## src/paged_block_allocator_assert.svh

```systemverilog
// ----------------------------------------------------------------------------
// paged block allocator assertion macros
// property forms used by the allocator datapath
// ----------------------------------------------------------------------------
`ifndef PAGED_BLOCK_ALLOCATOR_ASSERT_SVH
`define PAGED_BLOCK_ALLOCATOR_ASSERT_SVH

// same-cycle implication
`define PBA_ASSERT_NOW(lbl, ante, cons, msg) \
  lbl: assert property (@(posedge clk) disable iff (rst) (ante) |-> (cons)) else $error(msg);

// next-cycle implication
`define PBA_ASSERT_NEXT(lbl, ante, cons, msg) \
  lbl: assert property (@(posedge clk) disable iff (rst) (ante) |=> (cons)) else $error(msg);

`endif

```

## src/pba_pkg.sv

```systemverilog
// ----------------------------------------------------------------------------
// pba_pkg
// constants, codes and control structs of the paged block allocator
// ----------------------------------------------------------------------------
package pba_pkg;

  localparam int BLOCK_COUNT = 1024;
  localparam int BLK_W       = 10;
  localparam int CNT_W       = 11;
  localparam int MAX_SEQS    = 64;
  localparam int SLOT_W      = 6;
  localparam int TABLE_DEPTH = 32;
  localparam int POS_W       = 5;
  localparam int LEN_W       = 6;
  localparam int TOK_W       = 12;
  localparam int TPB_W       = 7;
  localparam int NEED_W      = 13;

  // request kinds
  localparam logic [1:0] KIND_ALLOC  = 2'd0;
  localparam logic [1:0] KIND_APPEND = 2'd1;
  localparam logic [1:0] KIND_FREE   = 2'd2;
  localparam logic [1:0] KIND_RESET  = 2'd3;

  // result status codes
  localparam logic [1:0] ST_OK      = 2'd0;
  localparam logic [1:0] ST_NOFREE  = 2'd1;
  localparam logic [1:0] ST_DEPTH   = 2'd2;
  localparam logic [1:0] ST_NOTPRES = 2'd3;

  // side effect of a single result
  localparam logic [1:0] ACT_NONE    = 2'd0;
  localparam logic [1:0] ACT_EMPTY   = 2'd1;
  localparam logic [1:0] ACT_RELEASE = 2'd2;

  typedef struct packed {
    logic       load;
    logic       clear_all;
    logic       start_alloc;
    logic       start_append;
    logic       start_free;
    logic       fifo_rd;
    logic       pop_emit;
    logic       tbl_rd;
    logic       push;
    logic       emit;
    logic [1:0] status;
    logic [1:0] act;
  } cmd_t;

  typedef struct packed {
    logic       div_busy;
    logic       out_busy;
    logic [1:0] kind;
    logic       chk;
    logic       present;
    logic       need_over;
    logic       need_gt_free;
    logic       need_zero;
    logic       app_due;
    logic       len_full;
    logic       free_zero;
    logic       len_zero;
    logic       pop_last;
    logic       free_last;
  } sts_t;

endpackage

```

## src/pba_ctrl.sv

```systemverilog
// ----------------------------------------------------------------------------
// pba_ctrl
// sequencer that steps the allocator datapath through each request
// ----------------------------------------------------------------------------
module pba_ctrl (
  input  logic          clk,
  input  logic          rst,
  input  logic          in_valid,
  output logic          in_ready,
  input  pba_pkg::sts_t sts,
  output pba_pkg::cmd_t cmd
);
  import pba_pkg::*;

  localparam logic [3:0] S_IDLE   = 4'd0;
  localparam logic [3:0] S_DIV    = 4'd1;
  localparam logic [3:0] S_DECIDE = 4'd2;
  localparam logic [3:0] S_EMIT   = 4'd3;
  localparam logic [3:0] S_AREAD  = 4'd4;
  localparam logic [3:0] S_AEMIT  = 4'd5;
  localparam logic [3:0] S_FREAD  = 4'd6;
  localparam logic [3:0] S_FPUSH  = 4'd7;

  logic [3:0] state, state_next;
  logic [1:0] st_status, st_status_next;
  logic [1:0] st_act, st_act_next;

  // next state and commands
  always_comb begin
    state_next     = state;
    st_status_next = st_status;
    st_act_next    = st_act;
    cmd            = '0;
    in_ready       = 1'b0;
    case (state)
      S_IDLE: begin
        in_ready = !rst;
        if (in_valid && !rst) begin
          cmd.load   = 1'b1;
          state_next = S_DIV;
        end
      end
      S_DIV: begin
        if (!sts.div_busy) state_next = S_DECIDE;
      end
      S_DECIDE: begin
        state_next     = S_EMIT;
        st_status_next = ST_OK;
        st_act_next    = ACT_NONE;
        if (sts.kind == KIND_RESET) begin
          cmd.clear_all = 1'b1;
        end else if (sts.kind == KIND_ALLOC) begin
          if (sts.need_over) st_status_next = ST_DEPTH;
          else if (sts.need_gt_free) st_status_next = ST_NOFREE;
          else if (sts.chk) st_status_next = ST_OK;
          else if (sts.need_zero) st_act_next = ACT_EMPTY;
          else begin
            cmd.start_alloc = 1'b1;
            state_next      = S_AREAD;
          end
        end else if (!sts.present) begin
          st_status_next = ST_NOTPRES;
        end else if (sts.kind == KIND_APPEND) begin
          if (!sts.app_due) st_status_next = ST_OK;
          else if (sts.len_full) st_status_next = ST_DEPTH;
          else if (sts.free_zero) st_status_next = ST_NOFREE;
          else if (!sts.chk) begin
            cmd.start_append = 1'b1;
            state_next       = S_AREAD;
          end
        end else begin
          st_act_next = ACT_RELEASE;
          if (!sts.len_zero) begin
            cmd.start_free = 1'b1;
            state_next     = S_FREAD;
          end
        end
      end
      S_EMIT: begin
        if (!sts.out_busy) begin
          cmd.emit   = 1'b1;
          cmd.status = st_status;
          cmd.act    = st_act;
          state_next = S_IDLE;
        end
      end
      S_AREAD: begin
        cmd.fifo_rd = 1'b1;
        state_next  = S_AEMIT;
      end
      S_AEMIT: begin
        if (!sts.out_busy) begin
          cmd.pop_emit = 1'b1;
          state_next   = sts.pop_last ? S_IDLE : S_AREAD;
        end
      end
      S_FREAD: begin
        cmd.tbl_rd = 1'b1;
        state_next = S_FPUSH;
      end
      S_FPUSH: begin
        cmd.push   = 1'b1;
        state_next = sts.free_last ? S_EMIT : S_FREAD;
      end
      default: begin
        state_next = S_IDLE;
      end
    endcase
  end

  always_ff @(posedge clk) begin
    if (rst) begin
      state <= S_IDLE;
    end else begin
      state <= state_next;
    end
  end

  always_ff @(posedge clk) begin
    st_status <= st_status_next;
    st_act    <= st_act_next;
  end

endmodule

```

## config.mk

```make
export PLATFORM = sky130hd
export DESIGN_NAME = pba_ctrl
export DESIGN_NICKNAME = d
export VERILOG_FILES = /design/src/paged_block_allocator_assert.svh /design/src/pba_pkg.sv /design/src/pba_ctrl.sv
export SDC_FILE = /design/constraint.sdc
export NUM_CORES = 1
export LEC_CHECK = 0
export BUFFER_PORTS_ARGS = -buffer_cell sky130_fd_sc_hd__buf_4
export CAP_MARGIN = 20
export CORE_MARGIN = 4
export CORE_UTILIZATION = 45
export DETAILED_ROUTE_END_ITERATION = 7
export HOLD_SLACK_MARGIN = 0.15
export PLACE_DENSITY = 0.88
export REMOVE_ABC_BUFFERS = 1
export SYNTH_ARGS = -nofsm -noshare
export SYNTH_HDL_FRONTEND = slang
export SYNTH_SLANG_ARGS = --single-unit
```

## constraint.sdc

```tcl
create_clock -name clk -period 4.7 [get_ports clk]
set_input_delay 0.47 -clock clk [delete_from_list [all_inputs] [get_ports clk]]
set_output_delay 0.47 -clock clk [all_outputs]
set_load 0.005 [all_outputs]
```

# Yosys cells after proc, flatten, opt, wreduce, memory -nomap -nowiden
# Index checks and enable logic that the tools add are counted.
[totals] register_bits=8 inputBits=18 out_inout_bits=15
[op_classes] n_eq_ne=13 n_mux=62 reduce_logical=5
[op_table] cell="4-bit 2-to-1 mux" n=12
[op_table] cell="4-bit one-hot mux with 8 select lines" n=1
[op_table] cell="2-bit 2-to-1 mux" n=14
[op_table] cell="3-bit 2-to-1 mux" n=9
[op_table] cell="1-bit 2-to-1 mux" n=24
[op_table] cell="4-bit by 3-bit equality test with 1-bit output, second input constant" n=4
[op_table] cell="5-bit 2-to-1 mux" n=2
[op_table] cell="4-bit by 2-bit equality test with 1-bit output, second input constant" n=2
[op_table] cell="2-bit != test, second input constant" n=4
[op_table] cell="4-bit by 1-bit equality test with 1-bit output, second input constant" n=1
[op_table] cell="4-bit zero test" n=1
[op_table] cell="4-bit AND reduction" n=1
[op_table] cell="2-bit by 1-bit equality test with 1-bit output, second input constant" n=1
[op_table] cell="2-bit equality test, second input constant" n=1
[op_table] cell="2-bit zero test" n=1
[op_table] cell="1-bit logical AND" n=1
[op_table] cell="1-bit zero test" n=1

# Logic depth before layout (Yosys ltp)
# Gate-level depths: netlist of the first run.
[logic_depth] word_depth=9 ltp_mapped=6

# Worst setup path before layout of the first run
# Ideal clock, no wire load.
[synth_path] kind="input -> output" startpoint="input sts[11] (netlist bit)" endpoint="output cmd[10] (netlist bit)" t_arrival_ns=1.673 t_required_ns=4.230 slack_ns=2.557 stages=5 n_path_buf=0 cell_sequence="inv_1 ha_1 or3b_4 or3_1 nor4_1"
[synth_rtl] item="from (decl)" line="pba_ctrl.sv:10" rtl="input pba_pkg::sts_t sts,"
[synth_rtl] item="to (decl)" line="pba_ctrl.sv:11" rtl="output pba_pkg::cmd_t cmd"

==> reports/qor_table.md, run 1 <==
| Quantity | Reported | Unit |
|:---|:---|:---|
| Result of the run | complete, no violations | - |
| Reg clk slew, reported paths | 0.05 | ns |
| Number of different library cells in the post-synthesis netlist | 32 | - |
| Crit Reg-Reg Startpoint | state[1] | - |
| Slowest-stage cell, CP | or3b_4 | - |
| Worst hold slack after final layout | 0.4080 | ns |
| Dominant cell by count in the synthesized netlist | nor2_1 | - |
| Cell chain of the critical path | buf_4 > inv_1 > ha_1 > or3b_4 > or3_1 > nor4_1 > buf_4 | - |
| Top achievable clock speed | 417.4 | MHz |
| H-tree depth reported by CTS | 1 | - |
| Weighted congestion at the end of routability-driven global placement | 0.7356 | - |
| Via-to-Cell Ratio | 5.355 | - |
| Setup violations, final | 0 | - |
| Total number of nets in the final design | 129 | - |
| DR WL/cell | 12.04 | um |
| Unrepaired setup endpoints after global routing | no | - |
| I/O pin count | 33 | - |
| Synthesis-to-finish area growth | 43.71 | % |
| Number of synthesized flops with an enable pin | 4 | - |
| Hold-fix buffers at CTS | 0 | - |
| Clk_skew | 0.007072 | ns |
| Source-to-sink clock delay at the later pin of the worst-skew pair | 0.26 | ns |
| Register bit total from synthesis | 7 | - |
| Max-slew headroom | 0.6680 | - |
| Path category of the worst min-delay check | input pin to flop | - |
| Number of gates resized after cts | 0 | - |
| Hold path depth | 2 | - |
| I/O Buffers | 32 | - |
| Grt ovf | 0 | - |
| Fraction of synthesis flops using an asynchronous set or reset pin | 0 | - |
| Number of rows created at floorplan | 12 | - |
| Primary FF master, synth | edfxtp_1 | - |
| Most frequent CP cell | buf_4 | - |
| Hold Crit Endpoint | state[1] | - |
| Worst Reg-to-Reg Cells | 2 | - |
| Launching element type of the critical path | input pin | - |
| Initial cell density of the core | 0.5116 | - |
| Postcts setup bufs | 0 | - |
| Antenna fix cells | 0 | - |
| Residual DRC | 0 | - |
| Final worst-path cycle share | 0.5097 | - |
| Avg Cell Area, Syn | 8.313 | um^2 |
| Worst flop-to-flop path endpoint | st_act[1] | - |
| Pin slew with the least headroom to its limit | 0.4974 | ns |
| Crit-path max FO | 5 | - |
| Portion of synthesized cell area occupied by the leading cell type | 0.1979 | - |
| Cell class contributing the biggest share of worst-path delay | simple AND/OR/NAND/NOR gates | - |
| Final critical path time including I/O delays and setup | 2.396 | ns |
| Worst stage delay on the critical path | 0.42 | ns |
| Max Transition Viols Final | 0 | - |
| Endpoint arrival time on the critical path | 1.93 | ns |
| Startpoint of the worst hold path | rst | - |
| Proportion of layout cells with a drive suffix above 1 | 0.3738 | - |
| Post-synthesis cell count | 73 | - |
| Worst-case register-to-register setup slack | 3.28 | ns |
| Maximum root-to-sink buffer count | 2 | - |
| Cell type contributing the most total cell area after synthesis | edfxtp_1 | - |
| DR pass1 iterations | 4 | - |
| Initial drt markers | 14 | - |
| Global-route wire length before repair | 2256 | um |
| Yosys Warn Count | 0 | - |
| Dpl hpwl | 1123 | um |
| Cts bufs inserted | 3 | - |
| Die W | 44.72 | um |
| Vias in the first global route | 547 | - |
| Crit end category | output port | - |
| Worst VDD drop | 0.1255 | mV |
| Worst Setup Path Type | input pin to output port | - |
| Area of the core | 0.001186 | mm^2 |
| Clk root buf | clkbuf_4 | - |
| DIE HEIGHT | 44.72 | um |
| CTS tree | done | - |
| Largest net degree at the start of global routing | 18 | - |
| Count of buffering cells on the critical path with inverters included | 3 | - |
| Number of clock sinks | 7 | - |
| Post-synth design cell area | 606.8 | um^2 |
| Hold Violations, Final | 0 | - |
| Leading cell types by count after synthesis | nor2_1, and2_1, nand2_1 | - |
| Total global routing track utilization | 0.1568 | - |
| Areal power density over the cells | 200.4 | mW/mm^2 |
| Total Die Area | 0.002000 | mm^2 |
| Standby leakage power | 0.0004132 | uW |
| # Max-Cap Violations | 0 | - |
| Total Negative Setup Slacks | 0 | ns |
| Sequential area share after synthesis | 0.2969 | - |
| Number of antenna violations at the first check in global routing | 0 | - |
| Number of vias after detailed routing | 648 | - |
| Leading post-synthesis cells by cell area | edfxtp_1, dfxtp_1, and2_1, ha_1, nor2_1 | - |
| Required time worst endpoint | 4.23 | ns |
| Remaining number of nets flagged by the antenna check after routing | 0 | - |
| Final wirelength | 1457 | um |
-- report_power, final --
| part | internal (uW) | total [uW] | switching (uW) |
|---|---|---|---|
| logic | 24.3 | 43.0 | 18.7 |
| registers | 69.2 | 76.6 | 7.33 |
| clock network | 32.4 | 55.2 | 22.8 |
| total | 126 | 175 | 48.8 |
-- worst max path at each step --
| stage | from | cells past startpoint | endpoint | slack (ns) |
|---|---|---|---|---|
| after detailed placement | sts[11] | 7 | cmd[10] | 2.31 |
| after floorplan | sts[11] | 5 | cmd[10] | 2.56 |
| after global placement | sts[11] | 7 | cmd[10] | 2.33 |
| after CTS | sts[11] | 7 | cmd[10] | 2.30 |
| after global routing | sts[11] | 7 | cmd[10] | 2.17 |
| final | sts[11] | 7 | cmd[10] | 2.30 |
-- cells in the final DEF, fill, tap and decap left out, drive strengths merged, types with 2 or more instances in the layout --
master / instances
dfxtp: 3
inv: 6
nor2: 7
edfxtp: 4
nand3b: 3
nor3: 5
a21oi: 2
nor3b: 3
ha: 3
nand2: 6
clkbuf: 4
nand3: 2
o21ai: 2
a211oi: 2
a31oi: 2
buf: 32
nor4: 2
and2: 6
-- flip-flops by register name, indices dropped and copies added, names as in the netlist --
name / count
st_act: 2
st_status: 2
state: 3
-- per-layer routing --
layer | GRT usage | part of all wire
met1 | 0.1873 | 0.41
met3 | 0.03187 | 0.11
met5 | 0 | 0
met4 | 0.1265 | 0.033
met2 | 0.2407 | 0.45
-- cells by family after synthesis --
logic type / share of synthesized area
simple gates: 0.4124
compound gates: 0.1443
buf+inv: 0.06804
flops: 0.2969
fa+ha+maj: 0.06186
mux: 0.01650
-- layout make-up --
cell class / instances / area [um^2]
clock buffers: 4 / 26.28
fillers: 96 / 314.1
inverters: 6 / 22.52
multi-input cells: 58 / 385.4
flip-flops and latches: 7 / 180.2
well taps: 14 / 17.52
repair buffers: 32 / 240.2
-- through the flow --
| stage | area, um^2 | utilization | instances | setup WS [ns] | total power [uW] |
|---|---|---|---|---|---|
| after global placement | 845.8 | 0.7131 | 117 | 2.326 | 118.9 |
| after CTS | 872.1 | 0.7352 | 121 | 2.297 | 175.4 |
| after global routing | 872.1 | 0.7352 | 121 | 2.166 | 187.0 |
| after floorplan | 588.1 | - | 71 | 2.558 | 97.22 |
| final | 872.1 | 0.7352 | 121 | 2.304 | 174.8 |
| after detailed placement | 845.8 | 0.7131 | 117 | 2.310 | 120.0 |
Power figures use the tool's default switching activity.
==> inputs of run 2 (changes only) <==
ABC_AREA = 1   (was default)
CORE_UTILIZATION = 40   (was 45)
PLACE_DENSITY = 0.81   (was 0.88)
clock period = 2.1 ns   (was 4.7 ns; I/O delays follow)
==> run 2 against run 1 <==
Combinational power increased to 4.4 times the previous value. Wire length increased by 9.9%. Critical path depth decreased by 2. Register-to-register slack got worse by 2.6 ns. Cell area increased by 7.3%. Setup slack got worse by 1.9 ns. Worst hold slack got worse by 0.26 ns. Final cell count increased by 31%. Clock-buffer cell count unchanged. Power increased to 2.9 times the previous value.
==> reports/qor_table.md, run 2 <==
| Quantity | Reported | Unit | Delta |
|:---|:---|:---|:---|
| Result of the run | complete, no violations | - | unchanged |
| Vias in the first global route | 681 | - | was 547 |
| Slowest-stage cell, CP | dfxtp_1 | - | was or3b_4 |
| Remaining number of nets flagged by the antenna check after routing | 0 | - | unchanged |
| Weighted congestion at the end of routability-driven global placement | 0.8779 | - | was 0.7356 |
| H-tree depth reported by CTS | 1 | - | unchanged |
| Number of clock sinks | 7 | - | unchanged |
| Avg Cell Area, Syn | 6.117 | um^2 | was 8.313 um^2 |
| Worst stage delay on the critical path | 0.42 | ns | about the same |
| Number of antenna violations at the first check in global routing | 0 | - | unchanged |
| Residual DRC | 0 | - | unchanged |
| Proportion of layout cells with a drive suffix above 1 | 0.2867 | - | was 0.3738 |
| Total global routing track utilization | 0.1338 | - | was 0.1568 |
| Number of gates resized after cts | 0 | - | unchanged |
| Dominant cell by count in the synthesized netlist | nand2_1 | - | was nor2_1 |
| Dpl hpwl | 1353 | um | was 1123 um |
| DIE HEIGHT | 48.64 | um | was 44.72 um |
| Global-route wire length before repair | 2691 | um | was 2256 um |
| CTS tree | done | - | unchanged |
| Endpoint arrival time on the critical path | 1.50 | ns | was 1.93 ns |
| Worst Setup Path Type | flop to output port | - | was input pin to output port |
| Maximum root-to-sink buffer count | 2 | - | unchanged |
| Postcts setup bufs | 0 | - | unchanged |
| Flip-flop count of the largest register, all copies and words added | 3 | - | unchanged |
| Reg clk slew, reported paths | 0.06 | ns | was 0.05 ns |
| Clk_skew | 0.005201 | ns | was 0.007072 ns |
| DR pass1 iterations | 4 | - | unchanged |
| Via-to-Cell Ratio | 4.881 | - | was 5.355 |
| Initial drt markers | 29 | - | was 14 |
| I/O Buffers | 32 | - | unchanged |
| Fraction of synthesis flops using an asynchronous set or reset pin | 0 | - | unchanged |
| Crit end category | output port | - | unchanged |
| Required time worst endpoint | 1.89 | ns | was 4.23 ns |
| Area of the core | 0.001541 | mm^2 | was 0.001186 mm^2 |
| Final critical path time including I/O delays and setup | 1.709 | ns |  |
| Post-synthesis cell count | 108 | - | was 73 |
| Commonest non-fill, non-tap cells in the layout | buf_4, nand2_1, nor2_1, inv_1, nand3_1 | - | was buf_4, nor2_1, nand2_1, and2_1 |
| Final worst-path cycle share | 0.8136 | - |  |
| I/O pin count | 33 | - | unchanged |
| Hold Violations, Final | 0 | - | unchanged |
| Layout Cell Area excl Fill | 935.9 | um^2 | was 872.1 um^2 |
| Placed inst area | 909.6 | um^2 | was 845.8 um^2 |
| Areal power density over the cells | 540.3 | mW/mm^2 | was 200.4 mW/mm^2 |
| Leading post-synthesis cells by cell area | edfxtp_1, nand2_1, nor2_1, inv_1, dfxtp_1 | - | was edfxtp_1, dfxtp_1, and2_1, ha_1, nor2_1 |
| Source-to-sink clock delay at the later pin of the worst-skew pair | 0.25 | ns | was 0.26 ns |
| Largest net degree at the start of global routing | 12 | - | was 18 |
| Launching element type of the critical path | flop | - | was input pin |
| DR WL/cell | 10.07 | um | was 12.04 um |
| Yosys Warn Count | 0 | - | unchanged |
| Setup violations, final | 0 | - | unchanged |
| Synthesis-to-finish area growth | 41.67 | % | was 43.71% |
| Worst VDD drop | 0.3260 | mV | was 0.1255 mV |
| Standby leakage power | 0.0004790 | uW | was 0.0004132 uW |
| Sequential area share after synthesis | 0.2727 | - | was 0.2969 |
| Leading cell types by count after synthesis | nand2_1, nor2_1, inv_1 | - | was nor2_1, and2_1, nand2_1 |
| Number of vias after detailed routing | 776 | - | was 648 |
| Total Negative Setup Slacks | 0 | ns | unchanged |
| Unrepaired setup endpoints after global routing | no | - | unchanged |
| Portion of synthesized cell area occupied by the leading cell type | 0.1818 | - | was 0.1979 |
| Register bit total from synthesis | 7 | - | unchanged |
| Die W | 48.64 | um | was 44.72 um |
| Number of rows created at floorplan | 14 | - | was 12 |
| Most common cell after layout, fill and taps aside | buf_4 | - | unchanged |
| Cell chain of the critical path | inv_2 > nor3_4 > inv_1 > nor2_1 > buf_4 | - | was buf_4 > inv_1 > ha_1 > or3b_4 > or3_1 > nor4_1 > buf_4 |
| Path category of the worst min-delay check | input pin to flop | - | unchanged |
| Number of different library cells in the post-synthesis netlist | 19 | - | was 32 |
| Number of synthesized flops with an enable pin | 4 | - | unchanged |
| Top achievable clock speed | 585.3 | MHz |  |
| Total Die Area | 0.002366 | mm^2 | was 0.002000 mm^2 |
| Initial cell density of the core | 0.4286 | - | was 0.5116 |
| Pin slew with the least headroom to its limit | 0.3879 | ns | was 0.4974 ns |
| # Max-Cap Violations | 0 | - | unchanged |
| Cts bufs inserted | 3 | - | unchanged |
| Clk root buf | clkbuf_4 | - | unchanged |
| Cell type contributing the most total cell area after synthesis | edfxtp_1 | - | unchanged |
| Final wirelength | 1601 | um | was 1457 um |
| Total number of nets in the final design | 165 | - | was 129 |
| Top reg by flops | state | - | unchanged |
| Crit-path max FO | 8 | - | was 5 |
| Max Transition Viols Final | 0 | - | unchanged |
| Post-synth design cell area | 660.6 | um^2 | was 606.8 um^2 |
| Leading registers by flop count | state (3), st_act (2), st_status (2) | - | unchanged |
| Grt ovf | 0 | - | unchanged |
| Max-slew headroom | 0.7411 | - | was 0.6680 |
| Antenna fix cells | 0 | - | unchanged |
| Hold-fix buffers at CTS | 0 | - | unchanged |
| Primary FF master, synth | edfxtp_1 | - | unchanged |
## run 2: cells by family (layout without fill, tap and decap cells)
group,Yosys count,count (layout),share of synthesized area
and+or+nand+nor,66,66,0.4545
buffers and inverters,21,56,0.1307
AOI/OAI and AO/OA,11,11,0.08522
DFF,7,7,0.2727
adders and majority gates,3,3,0.05682
## run 2: area by class of cell
cell class / count / area (um^2)
inverter: 20 / 75.07
timing repair buffer: 32 / 240.2
tap: 16 / 20.02
multi-input combinational: 80 / 394.1
fill: 145 / 605.6
clock buffer: 4 / 26.28
sequential: 7 / 180.2
## run 2: power breakdown
part	leakage [uW]	switching, uW	internal (uW)
clock network	0.0000150	50.9	72.6
registers	0.0000607	27.4	163
logic	0.000403	106	85.0
## run 2: final timing paths
kind | depth (start not counted) | start | to | slack [ns]
max | 5 | state[1] | cmd[10] | 0.39
min | 2 | rst | state[0] | 0.15
max reg2reg | 6 | state[0] | state[0] | 0.73
min reg2reg | 2 | state[2] | state[2] | 0.65
## run 2: stage by stage
| stage | worst slack [ns] | hold slack, ns | total power, uW | std cells | utilization |
|---|---|---|---|---|---|
| finish | 0.3915 | 0.1518 | 505.7 | 159 | 0.6071 |
| global route | 0.2512 | 0.1507 | 544.9 | 159 | 0.6071 |
| CTS | 0.3779 | 0.1500 | 506.2 | 159 | 0.6071 |
| detailed placement | 0.6589 | 0.4163 | 382.3 | 155 | 0.5901 |
| global placement | 0.7167 | 0.4149 | 377.7 | 155 | 0.5901 |
| floorplan | 0.9005 | 0.2791 | 312.3 | 107 | - |
## run 2: per-layer routing
layer,vias to the layer above,routed length (um),track usage
li1,419,-,-
met4,0,8,0.06726
met5,-,0,0
met1,331,733,0.1689
met2,24,767,0.2152
met3,2,91,0.02454
## run 2: critical path, delay by kind of cell (launching register included)
family	cells	cell delay [ns]
DFF	1	0.42
buffers and inverters	3	0.39
and+or+nand+nor	2	0.44
